--- src/rtl/prep_pkg.sv ---
`timescale 1ns / 1ps
// ----------------------------------------------------------------------------
// prep_pkg
// Shared types and constants of the periodic release and mixed EDF picker:
// transaction payloads, slot record, operation codes, sequencer states and
// the shared add/subtract unit interface.
// ----------------------------------------------------------------------------
package prep_pkg;

   localparam int MAX_TASKS_DEF = 16;
   localparam int CSR_ADDR_W    = 3;
   localparam int CSR_DATA_W    = 32;
   localparam int COUNT_W       = 4;
   localparam int SLOT_W        = 4;
   localparam int TIME_W        = 32;
   localparam int PEND_W        = 16;

   localparam logic [0:0] REG_ACTIVE_TASK_COUNT = 1'b0;

   typedef enum logic [1:0] {
      OP_TICK   = 2'd0,
      OP_LOAD   = 2'd1,
      OP_SELECT = 2'd2,
      OP_FINISH = 2'd3
   } op_type;

   typedef enum logic [3:0] {
      ST_IDLE,
      ST_SETUP,
      ST_SCAN,
      ST_TDUE,
      ST_TADV,
      ST_TMIN,
      ST_SCMP,
      ST_LOAD,
      ST_FRD,
      ST_FWR,
      ST_DONE
   } state_type;

   typedef struct packed {
      logic [1:0]        operation;
      logic [SLOT_W-1:0] task_slot;
      logic [TIME_W-1:0] now_time;
      logic              slot_valid;
      logic [TIME_W-1:0] slot_period;
      logic [TIME_W-1:0] slot_key;
      logic              slot_is_edf;
      logic              slot_is_server;
      logic [TIME_W-1:0] first_release;
   } req_type;

   typedef struct packed {
      logic [SLOT_W-1:0] chosen_task;
      logic              switch_needed;
      logic [TIME_W-1:0] earliest_release;
      logic              reschedule_request;
      logic [TIME_W-1:0] total_releases;
      logic              scan_overrun;
   } rsp_type;

   typedef struct packed {
      logic [TIME_W-1:0] period;
      logic [TIME_W-1:0] key;
      logic              is_edf;
      logic              is_server;
      logic [TIME_W-1:0] release_time;
      logic [PEND_W-1:0] pending;
   } slot_rec_type;

   localparam int REC_W = $bits(slot_rec_type);

   typedef struct packed {
      logic [TIME_W-1:0] a;
      logic [TIME_W-1:0] b;
      logic              sub;
   } alu_req_type;

   typedef struct packed {
      logic [TIME_W-1:0] sum;
      logic              carry;
   } alu_rsp_type;

endpackage

--- src/rtl/prep_ram.sv ---
`timescale 1ns / 1ps
// ----------------------------------------------------------------------------
// prep_ram
// Generic single write port, single read port RAM with registered read data.
// ----------------------------------------------------------------------------
module prep_ram #(
   parameter int WIDTH = 8,
   parameter int DEPTH = 16
) (
   input  logic                     clock,
   input  logic                     wr_en,
   input  logic [$clog2(DEPTH)-1:0] wr_addr,
   input  logic [WIDTH-1:0]         wr_data,
   input  logic                     rd_en,
   input  logic [$clog2(DEPTH)-1:0] rd_addr,
   output logic [WIDTH-1:0]         rd_data
);

   logic [WIDTH-1:0] mem_ff [DEPTH];
   logic [WIDTH-1:0] rd_data_ff;

   always_ff @(posedge clock) begin
      if (wr_en) begin
         mem_ff[wr_addr] <= wr_data;
      end
      if (rd_en) begin
         rd_data_ff <= mem_ff[rd_addr];
      end
   end

   assign rd_data = rd_data_ff;

endmodule

--- src/rtl/prep_addsub.sv ---
`timescale 1ns / 1ps
// ----------------------------------------------------------------------------
// prep_addsub
// Shared 32-bit add/subtract unit. Subtract gives a minus b with carry out
// high when no borrow occurred; the top sum bit gives the wrapping order.
// ----------------------------------------------------------------------------
module prep_addsub (
   input  prep_pkg::alu_req_type alu_req,
   output prep_pkg::alu_rsp_type alu_rsp
);

   logic [prep_pkg::TIME_W-1:0] b_opnd;
   logic [prep_pkg::TIME_W:0]   full_sum;

   always_comb begin
      b_opnd   = alu_req.sub ? ~alu_req.b : alu_req.b;
      full_sum = {1'b0, alu_req.a} + {1'b0, b_opnd} + (prep_pkg::TIME_W + 1)'(alu_req.sub);
      alu_rsp.sum   = full_sum[prep_pkg::TIME_W-1:0];
      alu_rsp.carry = full_sum[prep_pkg::TIME_W];
   end

endmodule

--- src/rtl/prep_csr.sv ---
`timescale 1ns / 1ps
// ----------------------------------------------------------------------------
// prep_csr
// APB-style configuration register block holding the active task count.
// ----------------------------------------------------------------------------
module prep_csr (
   input  logic                               clock,
   input  logic                               reset,
   input  logic                               psel,
   input  logic                               penable,
   input  logic                               pwrite,
   input  logic [prep_pkg::CSR_ADDR_W-1:0]    paddr,
   input  logic [prep_pkg::CSR_DATA_W-1:0]    pwdata,
   output logic [prep_pkg::CSR_DATA_W-1:0]    prdata,
   output logic                               pready,
   output logic [prep_pkg::COUNT_W-1:0]       active_count
);

   logic [prep_pkg::COUNT_W-1:0] active_count_ff;
   logic [prep_pkg::COUNT_W-1:0] active_count_in;
   logic                         hit_count;

   assign hit_count = (paddr[prep_pkg::CSR_ADDR_W-1:2] == prep_pkg::REG_ACTIVE_TASK_COUNT);

   always_comb begin
      active_count_in = active_count_ff;
      if (psel && penable && pwrite && hit_count) begin
         active_count_in = pwdata[prep_pkg::COUNT_W-1:0];
      end
   end

   always_ff @(posedge clock) begin
      if (reset) begin
         active_count_ff <= '0;
      end else begin
         active_count_ff <= active_count_in;
      end
   end

   assign prdata       = hit_count ? prep_pkg::CSR_DATA_W'(active_count_ff) : '0;
   assign pready       = 1'b1;
   assign active_count = active_count_ff;

endmodule

--- src/rtl/periodic_release_and_mixed_edf_picker_core.sv ---
`timescale 1ns / 1ps
// ----------------------------------------------------------------------------
// periodic_release_and_mixed_edf_picker_core
// Task table with periodic job release and a fixed-priority over EDF picker,
// run by a sequencer around one shared add/subtract unit and a slot RAM.
// ----------------------------------------------------------------------------
// Load writes the slot in ST_LOAD; Finish reads it in ST_FRD and lowers a
// nonzero pending count in ST_FWR, skipped for slot zero. Tick: ST_SETUP, then
// ST_SCAN, ST_TDUE, ST_TADV, ST_TMIN per valid slot; Select: ST_SCAN, ST_SCMP
// per valid slot; empty slots pass in ST_SCAN. One transaction at a time; the
// next is accepted once the result is raised; a stalled result holds ST_DONE.
// Synchronous reset clears slot valid bits, counters and flags; no sweep.
// ----------------------------------------------------------------------------
module periodic_release_and_mixed_edf_picker_core #(
   parameter int MAX_TASKS = prep_pkg::MAX_TASKS_DEF
) (
   input  logic                            clock,
   input  logic                            reset,
   input  logic                            req_valid,
   output logic                            req_stall,
   input  prep_pkg::req_type               req_data,
   output logic                            rsp_valid,
   input  logic                            rsp_stall,
   output prep_pkg::rsp_type               rsp_data,
   input  logic                            psel,
   input  logic                            penable,
   input  logic                            pwrite,
   input  logic [prep_pkg::CSR_ADDR_W-1:0] paddr,
   input  logic [prep_pkg::CSR_DATA_W-1:0] pwdata,
   output logic [prep_pkg::CSR_DATA_W-1:0] prdata,
   output logic                            pready
);

   localparam int IDX_W = $clog2(MAX_TASKS);
   localparam int CNT_W = $clog2(MAX_TASKS + 1);
   localparam int TW    = prep_pkg::TIME_W;
   localparam int PW    = prep_pkg::PEND_W;
   localparam int CW    = prep_pkg::COUNT_W;

   prep_pkg::state_type    state_ff, state_in;
   prep_pkg::req_type      req_ff, req_in;
   prep_pkg::rsp_type      rsp_ff, rsp_in;
   logic                   rsp_valid_ff, rsp_valid_in;
   logic [MAX_TASKS-1:0]   valid_ff, valid_in;
   logic [IDX_W-1:0]       current_ff, current_in;
   logic [TW-1:0]          next_rel_ff, next_rel_in;
   logic                   resched_ff, resched_in;
   logic [TW-1:0]          total_ff, total_in;
   logic [CNT_W-1:0]       scan_ff, scan_in;
   logic [CW-1:0]          seen_ff, seen_in;
   logic [TW-1:0]          nr_ff, nr_in;
   logic                   due_ff, due_in;
   logic [TW-1:0]          cand_ff, cand_in;
   logic [IDX_W-1:0]       best_ff, best_in;
   logic [TW-1:0]          best_key_ff, best_key_in;
   logic                   have_fp_ff, have_fp_in;
   logic                   have_edf_ff, have_edf_in;
   logic                   sw_ff, sw_in;
   logic                   overrun_ff, overrun_in;

   logic [CW-1:0]          active_count;
   prep_pkg::alu_req_type  alu_req;
   prep_pkg::alu_rsp_type  alu_rsp;
   logic                   ram_wr_en, ram_rd_en;
   logic [IDX_W-1:0]       ram_wr_addr, ram_rd_addr;
   prep_pkg::slot_rec_type ram_wr_data, rec;
   logic [prep_pkg::REC_W-1:0] ram_rd_raw;

   logic                   scan_end;
   logic [IDX_W-1:0]       scan_idx;
   logic [IDX_W-1:0]       slot_idx;
   logic                   slot_ok;
   logic                   send_ok;
   logic [TW-1:0]          new_rel;
   logic                   gain_job;

   prep_csr u_csr (
      .clock        (clock),
      .reset        (reset),
      .psel         (psel),
      .penable      (penable),
      .pwrite       (pwrite),
      .paddr        (paddr),
      .pwdata       (pwdata),
      .prdata       (prdata),
      .pready       (pready),
      .active_count (active_count)
   );

   prep_addsub u_addsub (
      .alu_req (alu_req),
      .alu_rsp (alu_rsp)
   );

   prep_ram #(
      .WIDTH (prep_pkg::REC_W),
      .DEPTH (MAX_TASKS)
   ) u_slot_ram (
      .clock   (clock),
      .wr_en   (ram_wr_en),
      .wr_addr (ram_wr_addr),
      .wr_data (ram_wr_data),
      .rd_en   (ram_rd_en),
      .rd_addr (ram_rd_addr),
      .rd_data (ram_rd_raw)
   );

   assign rec      = prep_pkg::slot_rec_type'(ram_rd_raw);
   assign scan_idx = scan_ff[IDX_W-1:0];
   assign slot_idx = IDX_W'(req_ff.task_slot);
   assign slot_ok  = (req_ff.task_slot != '0) &&
                     ({28'd0, req_ff.task_slot} < 32'(MAX_TASKS));
   assign scan_end = (seen_ff == active_count) || (scan_ff == CNT_W'(MAX_TASKS));
   assign send_ok  = !rsp_valid_ff || !rsp_stall;
   assign new_rel  = due_ff ? alu_rsp.sum : rec.release_time;
   assign gain_job = due_ff && !rec.is_server;

   // next state
   always_comb begin
      state_in = state_ff;
      unique case (state_ff)
         prep_pkg::ST_IDLE: begin
            if (req_valid) begin
               unique case (req_data.operation)
                  prep_pkg::OP_TICK:   state_in = prep_pkg::ST_SETUP;
                  prep_pkg::OP_LOAD:   state_in = prep_pkg::ST_LOAD;
                  prep_pkg::OP_SELECT: state_in = prep_pkg::ST_SCAN;
                  default:             state_in = prep_pkg::ST_FRD;
               endcase
            end
         end
         prep_pkg::ST_SETUP: state_in = prep_pkg::ST_SCAN;
         prep_pkg::ST_SCAN: begin
            if (scan_end) begin
               state_in = prep_pkg::ST_DONE;
            end else if (valid_ff[scan_idx]) begin
               state_in = (req_ff.operation == prep_pkg::OP_TICK) ?
                          prep_pkg::ST_TDUE : prep_pkg::ST_SCMP;
            end
         end
         prep_pkg::ST_TDUE: state_in = prep_pkg::ST_TADV;
         prep_pkg::ST_TADV: state_in = prep_pkg::ST_TMIN;
         prep_pkg::ST_TMIN: state_in = prep_pkg::ST_SCAN;
         prep_pkg::ST_SCMP: state_in = prep_pkg::ST_SCAN;
         prep_pkg::ST_LOAD: state_in = prep_pkg::ST_DONE;
         prep_pkg::ST_FRD:  state_in = slot_ok ? prep_pkg::ST_FWR : prep_pkg::ST_DONE;
         prep_pkg::ST_FWR:  state_in = prep_pkg::ST_DONE;
         prep_pkg::ST_DONE: begin
            if (send_ok) begin
               state_in = prep_pkg::ST_IDLE;
            end
         end
         default: state_in = prep_pkg::ST_IDLE;
      endcase
   end

   // datapath and outputs
   always_comb begin
      req_in       = req_ff;
      rsp_in       = rsp_ff;
      rsp_valid_in = rsp_valid_ff && rsp_stall;
      valid_in     = valid_ff;
      current_in   = current_ff;
      next_rel_in  = next_rel_ff;
      resched_in   = resched_ff;
      total_in     = total_ff;
      scan_in      = scan_ff;
      seen_in      = seen_ff;
      nr_in        = nr_ff;
      due_in       = due_ff;
      cand_in      = cand_ff;
      best_in      = best_ff;
      best_key_in  = best_key_ff;
      have_fp_in   = have_fp_ff;
      have_edf_in  = have_edf_ff;
      sw_in        = sw_ff;
      overrun_in   = overrun_ff;
      alu_req      = '0;
      ram_wr_en    = 1'b0;
      ram_wr_addr  = scan_idx;
      ram_wr_data  = rec;
      ram_rd_en    = 1'b0;
      ram_rd_addr  = scan_idx;

      unique case (state_ff)
         prep_pkg::ST_IDLE: begin
            if (req_valid) begin
               req_in      = req_data;
               scan_in     = CNT_W'(1);
               seen_in     = '0;
               best_in     = '0;
               best_key_in = '1;
               have_fp_in  = 1'b0;
               have_edf_in = 1'b0;
               sw_in       = 1'b0;
               overrun_in  = 1'b0;
            end
         end
         prep_pkg::ST_SETUP: begin
            alu_req = '{a: req_ff.now_time, b: TW'(1), sub: 1'b0};
            nr_in   = alu_rsp.sum;
         end
         prep_pkg::ST_SCAN: begin
            if (scan_end) begin
               overrun_in = (seen_ff < active_count);
               if (req_ff.operation == prep_pkg::OP_TICK) begin
                  next_rel_in = nr_ff;
               end else begin
                  sw_in      = (best_ff != current_ff);
                  current_in = best_ff;
                  resched_in = 1'b0;
               end
            end else if (valid_ff[scan_idx]) begin
               ram_rd_en = 1'b1;
            end else begin
               scan_in = scan_ff + CNT_W'(1);
            end
         end
         prep_pkg::ST_TDUE: begin
            alu_req = '{a: req_ff.now_time, b: rec.release_time, sub: 1'b1};
            due_in  = !alu_rsp.sum[TW-1];
         end
         prep_pkg::ST_TADV: begin
            alu_req                  = '{a: rec.release_time, b: rec.period, sub: 1'b0};
            cand_in                  = new_rel;
            ram_wr_en                = 1'b1;
            ram_wr_data.release_time = new_rel;
            if (gain_job) begin
               if (rec.pending != '1) begin
                  ram_wr_data.pending = rec.pending + PW'(1);
               end
               resched_in = 1'b1;
               total_in   = total_ff + TW'(1);
            end
         end
         prep_pkg::ST_TMIN: begin
            alu_req = '{a: cand_ff, b: nr_ff, sub: 1'b1};
            if ((seen_ff == '0) || alu_rsp.sum[TW-1]) begin
               nr_in = cand_ff;
            end
            seen_in = seen_ff + CW'(1);
            scan_in = scan_ff + CNT_W'(1);
         end
         prep_pkg::ST_SCMP: begin
            alu_req = '{a: rec.key, b: best_key_ff, sub: 1'b1};
            seen_in = seen_ff + CW'(1);
            scan_in = scan_ff + CNT_W'(1);
            if (rec.pending != '0) begin
               if (!rec.is_edf) begin
                  if (!have_fp_ff || !alu_rsp.carry) begin
                     have_fp_in  = 1'b1;
                     best_key_in = rec.key;
                     best_in     = scan_idx;
                  end
               end else if (!have_fp_ff && (!have_edf_ff || alu_rsp.sum[TW-1])) begin
                  have_edf_in = 1'b1;
                  best_key_in = rec.key;
                  best_in     = scan_idx;
               end
            end
         end
         prep_pkg::ST_LOAD: begin
            if (slot_ok) begin
               ram_wr_en   = 1'b1;
               ram_wr_addr = slot_idx;
               ram_wr_data = '{period:       req_ff.slot_period,
                               key:          req_ff.slot_key,
                               is_edf:       req_ff.slot_is_edf,
                               is_server:    req_ff.slot_is_server,
                               release_time: req_ff.first_release,
                               pending:      '0};
               valid_in[slot_idx] = req_ff.slot_valid;
            end
         end
         prep_pkg::ST_FRD: begin
            ram_rd_en   = slot_ok;
            ram_rd_addr = slot_idx;
         end
         prep_pkg::ST_FWR: begin
            ram_wr_addr = slot_idx;
            if (rec.pending != '0) begin
               ram_wr_en           = 1'b1;
               ram_wr_data.pending = rec.pending - PW'(1);
            end
         end
         prep_pkg::ST_DONE: begin
            if (send_ok) begin
               rsp_valid_in = 1'b1;
               rsp_in = '{chosen_task:        prep_pkg::SLOT_W'(current_ff),
                          switch_needed:      sw_ff,
                          earliest_release:   next_rel_ff,
                          reschedule_request: resched_ff,
                          total_releases:     total_ff,
                          scan_overrun:       overrun_ff};
            end
         end
         default: begin
         end
      endcase
   end

   always_ff @(posedge clock) begin
      if (reset) begin
         state_ff     <= prep_pkg::ST_IDLE;
         rsp_valid_ff <= 1'b0;
         valid_ff     <= '0;
         current_ff   <= '0;
         next_rel_ff  <= '0;
         resched_ff   <= 1'b0;
         total_ff     <= '0;
      end else begin
         state_ff     <= state_in;
         rsp_valid_ff <= rsp_valid_in;
         valid_ff     <= valid_in;
         current_ff   <= current_in;
         next_rel_ff  <= next_rel_in;
         resched_ff   <= resched_in;
         total_ff     <= total_in;
      end
   end

   always_ff @(posedge clock) begin
      req_ff      <= req_in;
      rsp_ff      <= rsp_in;
      scan_ff     <= scan_in;
      seen_ff     <= seen_in;
      nr_ff       <= nr_in;
      due_ff      <= due_in;
      cand_ff     <= cand_in;
      best_ff     <= best_in;
      best_key_ff <= best_key_in;
      have_fp_ff  <= have_fp_in;
      have_edf_ff <= have_edf_in;
      sw_ff       <= sw_in;
      overrun_ff  <= overrun_in;
   end

   assign req_stall = (state_ff != prep_pkg::ST_IDLE);
   assign rsp_valid = rsp_valid_ff;
   assign rsp_data  = rsp_ff;

   a_busy_after_accept : assert property (@(posedge clock) disable iff (reset)
      (req_valid && !req_stall) |=> (state_ff != prep_pkg::ST_IDLE))
      else $error("sequencer idle after accepted transaction");

   a_idle_slot_never_valid : assert property (@(posedge clock) disable iff (reset)
      !valid_ff[0])
      else $error("idle slot marked valid");

   a_result_from_done : assert property (@(posedge clock) disable iff (reset)
      $rose(rsp_valid_ff) |-> $past(state_ff == prep_pkg::ST_DONE))
      else $error("result raised outside completion state");

   a_seen_bounded : assert property (@(posedge clock) disable iff (reset)
      (state_ff == prep_pkg::ST_SCAN) |-> (seen_ff <= active_count))
      else $error("scan visited more slots than the active count");

endmodule

--- config.mk ---
export PLATFORM = sky130hd
export DESIGN_NAME = periodic_release_and_mixed_edf_picker_core
export DESIGN_NICKNAME = d
export VERILOG_FILES = /design/src/rtl/prep_pkg.sv /design/src/rtl/prep_ram.sv /design/src/rtl/prep_addsub.sv /design/src/rtl/prep_csr.sv /design/src/rtl/periodic_release_and_mixed_edf_picker_core.sv
export SDC_FILE = /design/constraint.sdc
export NUM_CORES = 2
export LEC_CHECK = 0
export ABC_AREA = 1
export BUFFER_PORTS_ARGS = -buffer_cell sky130_fd_sc_hd__buf_2
export CAP_MARGIN = 10
export CORE_UTILIZATION = 50
export DETAILED_ROUTE_END_ITERATION = 10
export PLACE_DENSITY = 0.66
export REMOVE_ABC_BUFFERS = 1
export SLEW_MARGIN = 20
export SYNTH_ARGS = -nofsm -noshare
export SYNTH_HDL_FRONTEND = slang
export SYNTH_SLANG_ARGS = --single-unit
--- constraint.sdc ---
create_clock -name clock -period 28.5 [get_ports clock]
set_input_delay 4.275 -clock clock [delete_from_list [all_inputs] [get_ports clock]]
set_output_delay 4.275 -clock clock [all_outputs]
set_load 0.01 [all_outputs]
==> results.yml <==
outcome:
  status: "finished, violations left"
  violations: "DRC"
cts:
  clkSinkCount: 2354
  cts_root_buffer: "clkbuf_16"
  cts_hold_buffers: 0
  numCtsBuffers: 232
  clk_latency_ns: 0.90
  cts_tree: "done"
  clk_path_buf_depth: 3
  post_cts_resized: 0
  cts_max_level: 4
  cts_setup_buffers: 0
  clk_pin_slew_ns: 0.06
finish:
  final_cell_mix: "edfxtp_1 (2260), o21ai_0 (1119), nor2_1 (1051)"
  drive_above_1_share: 0.0989
  nNetsFinal: 7735
  final_core_util: 0.564
  areaGrowthSynthToFinish_pct: 11.9
  layout_commonest_cell: "edfxtp_1"
  fin_cells: 10216
  final_area_um2: 106000
routing:
  routed_wl_mm: 271
  dr.pass1.iters: 9
  wire_per_inst_um: 26.6
  vias_per_cell: 6.18
  vias: 63100
  drtIter0Drc: 8649
  final_antenna_net_count: 0
  drc: 45
place:
  dp_slack_ns: 19.59
  dp_cells: 9764
  gp_congestion: 0.954
  dp_hpwl_mm: 142
  post_dp_cell_area_um2: 98400
  io_buffers: 225
timing:
  skew_ns: 0.0760
  finalWorstSetupSlack_ns: 19.59
  max_freq_ghz: 0.112
  setup_viol: 0
  tns_ns: 0
  fin_crit_ns: 8.91
  max_slew_margin: 0.192
  tightest_slew_ns: 1.21
  rsz0062_at_grt: "false"
  report.final.slew_viol_count: 0
  holdWs_ns: 0.428
  layout_worst_path_cycle_share: 0.313
  hold_violations: 0
worst_setup_path:
  crit_arrival_ns: 4.63
  path_class: "input port to output port"
  worstPathRequired_ns: 24.23
  cp_max_fo: 5
  reg2reg_to: "u_slot_ram.mem_ff[7][24]"
  r2r-start: "slot_idx[2]"
  endpoint_kind: "output port"
  reg2regPathDepth: 12
  cp-start-kind: "input port"
  r2r_setup_slack_ns: 21.89
floorplanning:
  die_w_um: 437
  core_um2: 188000
  row_count: 159
  start_util: 0.504
  pin_count: 285
  die_y_um: 437
  dieArea_um2: 191000
grt:
  grt_use_total: 0.278
  grt_pass1_wl_mm: 393
  grt_pass1_vias: 60174
  antenna_found_initial: 10
  grt_max_degree: 231
  grt_overflow: 0
hold_path:
  min-delay-start: "next_rel_ff[0]"
  worstHoldPathCells: 0
  hold_class: "register to register"
  whs_endpoint: "rsp_data[34]"
synth:
  async_flop_share: 0
  ys_types: 64
  synth-seq-cells: 2354
  synth_edf_count: 2260
  synth_top_area_share: 0.716
  syn_area_per_cell_um2: 12.8
  synth_warnings: 0
  synth_area_um2: 94800
  yosys.area.top_type: "edfxtp_1"
  yosysSeqAreaShare: 0.736
  synth_ff_type: "edfxtp_1"
  ys_top_cells_by_area: "edfxtp_1 (72%), o21ai_0 (6.0%), nor2_1 (4.2%)"
  synth_cells: 7396
run:
  cap_violations: 0
pwr:
  ir_worst_vdd_v: 0.000160
  power.density_nw_per_um2: 112
  p_leak_nw: 34.8
  fin_total_pwr_mw: 11.8
area by class of cell:
| cell class | count | area [um^2] |
|---|---|---|
| well taps | 2495 | 3120 |
| fillers | 15101 | 81900 |
| repair buffers | 347 | 2290 |
| diodes | 5 | 12.5 |
| clock buffers | 301 | 6220 |
| clock inverters | 139 | 1320 |
| inverters | 294 | 1140 |
| flip-flops and latches | 2354 | 69700 |
| multi-input cells | 4281 | 22300 |
worst max path at each step:
| stage | start | endpoint | slack (ns) | depth (start not counted) |
|---|---|---|---|---|
| floorplan | scan_ff[0] | u_slot_ram.rd_data[100] | -18.55 | 7 |
| global placement | paddr[2] | prdata[3] | 19.59 | 3 |
| detailed placement | paddr[2] | prdata[1] | 19.59 | 3 |
| CTS | paddr[2] | prdata[1] | 19.59 | 3 |
| global route | paddr[2] | prdata[2] | 19.53 | 3 |
| finish | paddr[2] | prdata[1] | 19.59 | 3 |
critical path, cell delays in order:
cell and delay [ns]:
buf_2 0.12, nor2_1 0.09, buf_2 0.14
metal layers:
layer  global-route usage  share of wire  vias up
met1                0.379           0.39    31331
met5                    0       0.000048        -
met4                0.130          0.049        2
li1                     -              -    27690
met2                0.439           0.46     3477
met3               0.0435          0.096      600
cell families (layout without fill, tap and decap cells):
family          count (synthesis)  count (layout)  synth area share
flops                        2354            2354             0.736
simple gates                 2144            2144            0.0908
compound gates               2021            2021             0.130
buf+inv                       788            1081            0.0333
fa+ha+maj                      46              46           0.00615
xor+xnor                       40              40           0.00369
other cells                     2              34         0.0000792
mux                             1               1          0.000106
cell usage after synthesis, types with 7 or more instances:
cell type	count
buf_2	39
a21o_1	7
a32o_1	7
nor2_4	8
xnor2_1	22
o21ai_0	1138
a221oi_1	27
o211ai_1	147
dfxtp_1	94
nand3_1	180
nor3_1	41
nand2_2	9
o221ai_1	327
o21ai_1	11
edfxtp_1	2260
inv_1	278
inv_2	12
a21oi_1	130
clkbuf_1	385
ha_1	45
buf_1	31
buf_4	39
and2_1	10
nand2_1	785
o22ai_1	134
o2111ai_1	36
o21a_1	9
nand4_1	16
xor2_1	18
nor2_1	1070
a22o_1	7
sequential cells by signal (all words and copies together) (netlist names), 71 cells and up:
register and count:
req_ff 133, u_slot_ram.mem_ff 1824, rsp_data 71, u_slot_ram.rd_data 114
power by group:
part	leakage [nW]	total [mW]	internal [mW]	switching, mW
combinational	10.0	3.98	1.00	2.98
clock	3.67	3.01	1.68	1.33
sequential	21.1	4.84	4.65	0.198
total	34.8	11.8	7.33	4.51
Power figures use the tool's default switching activity.
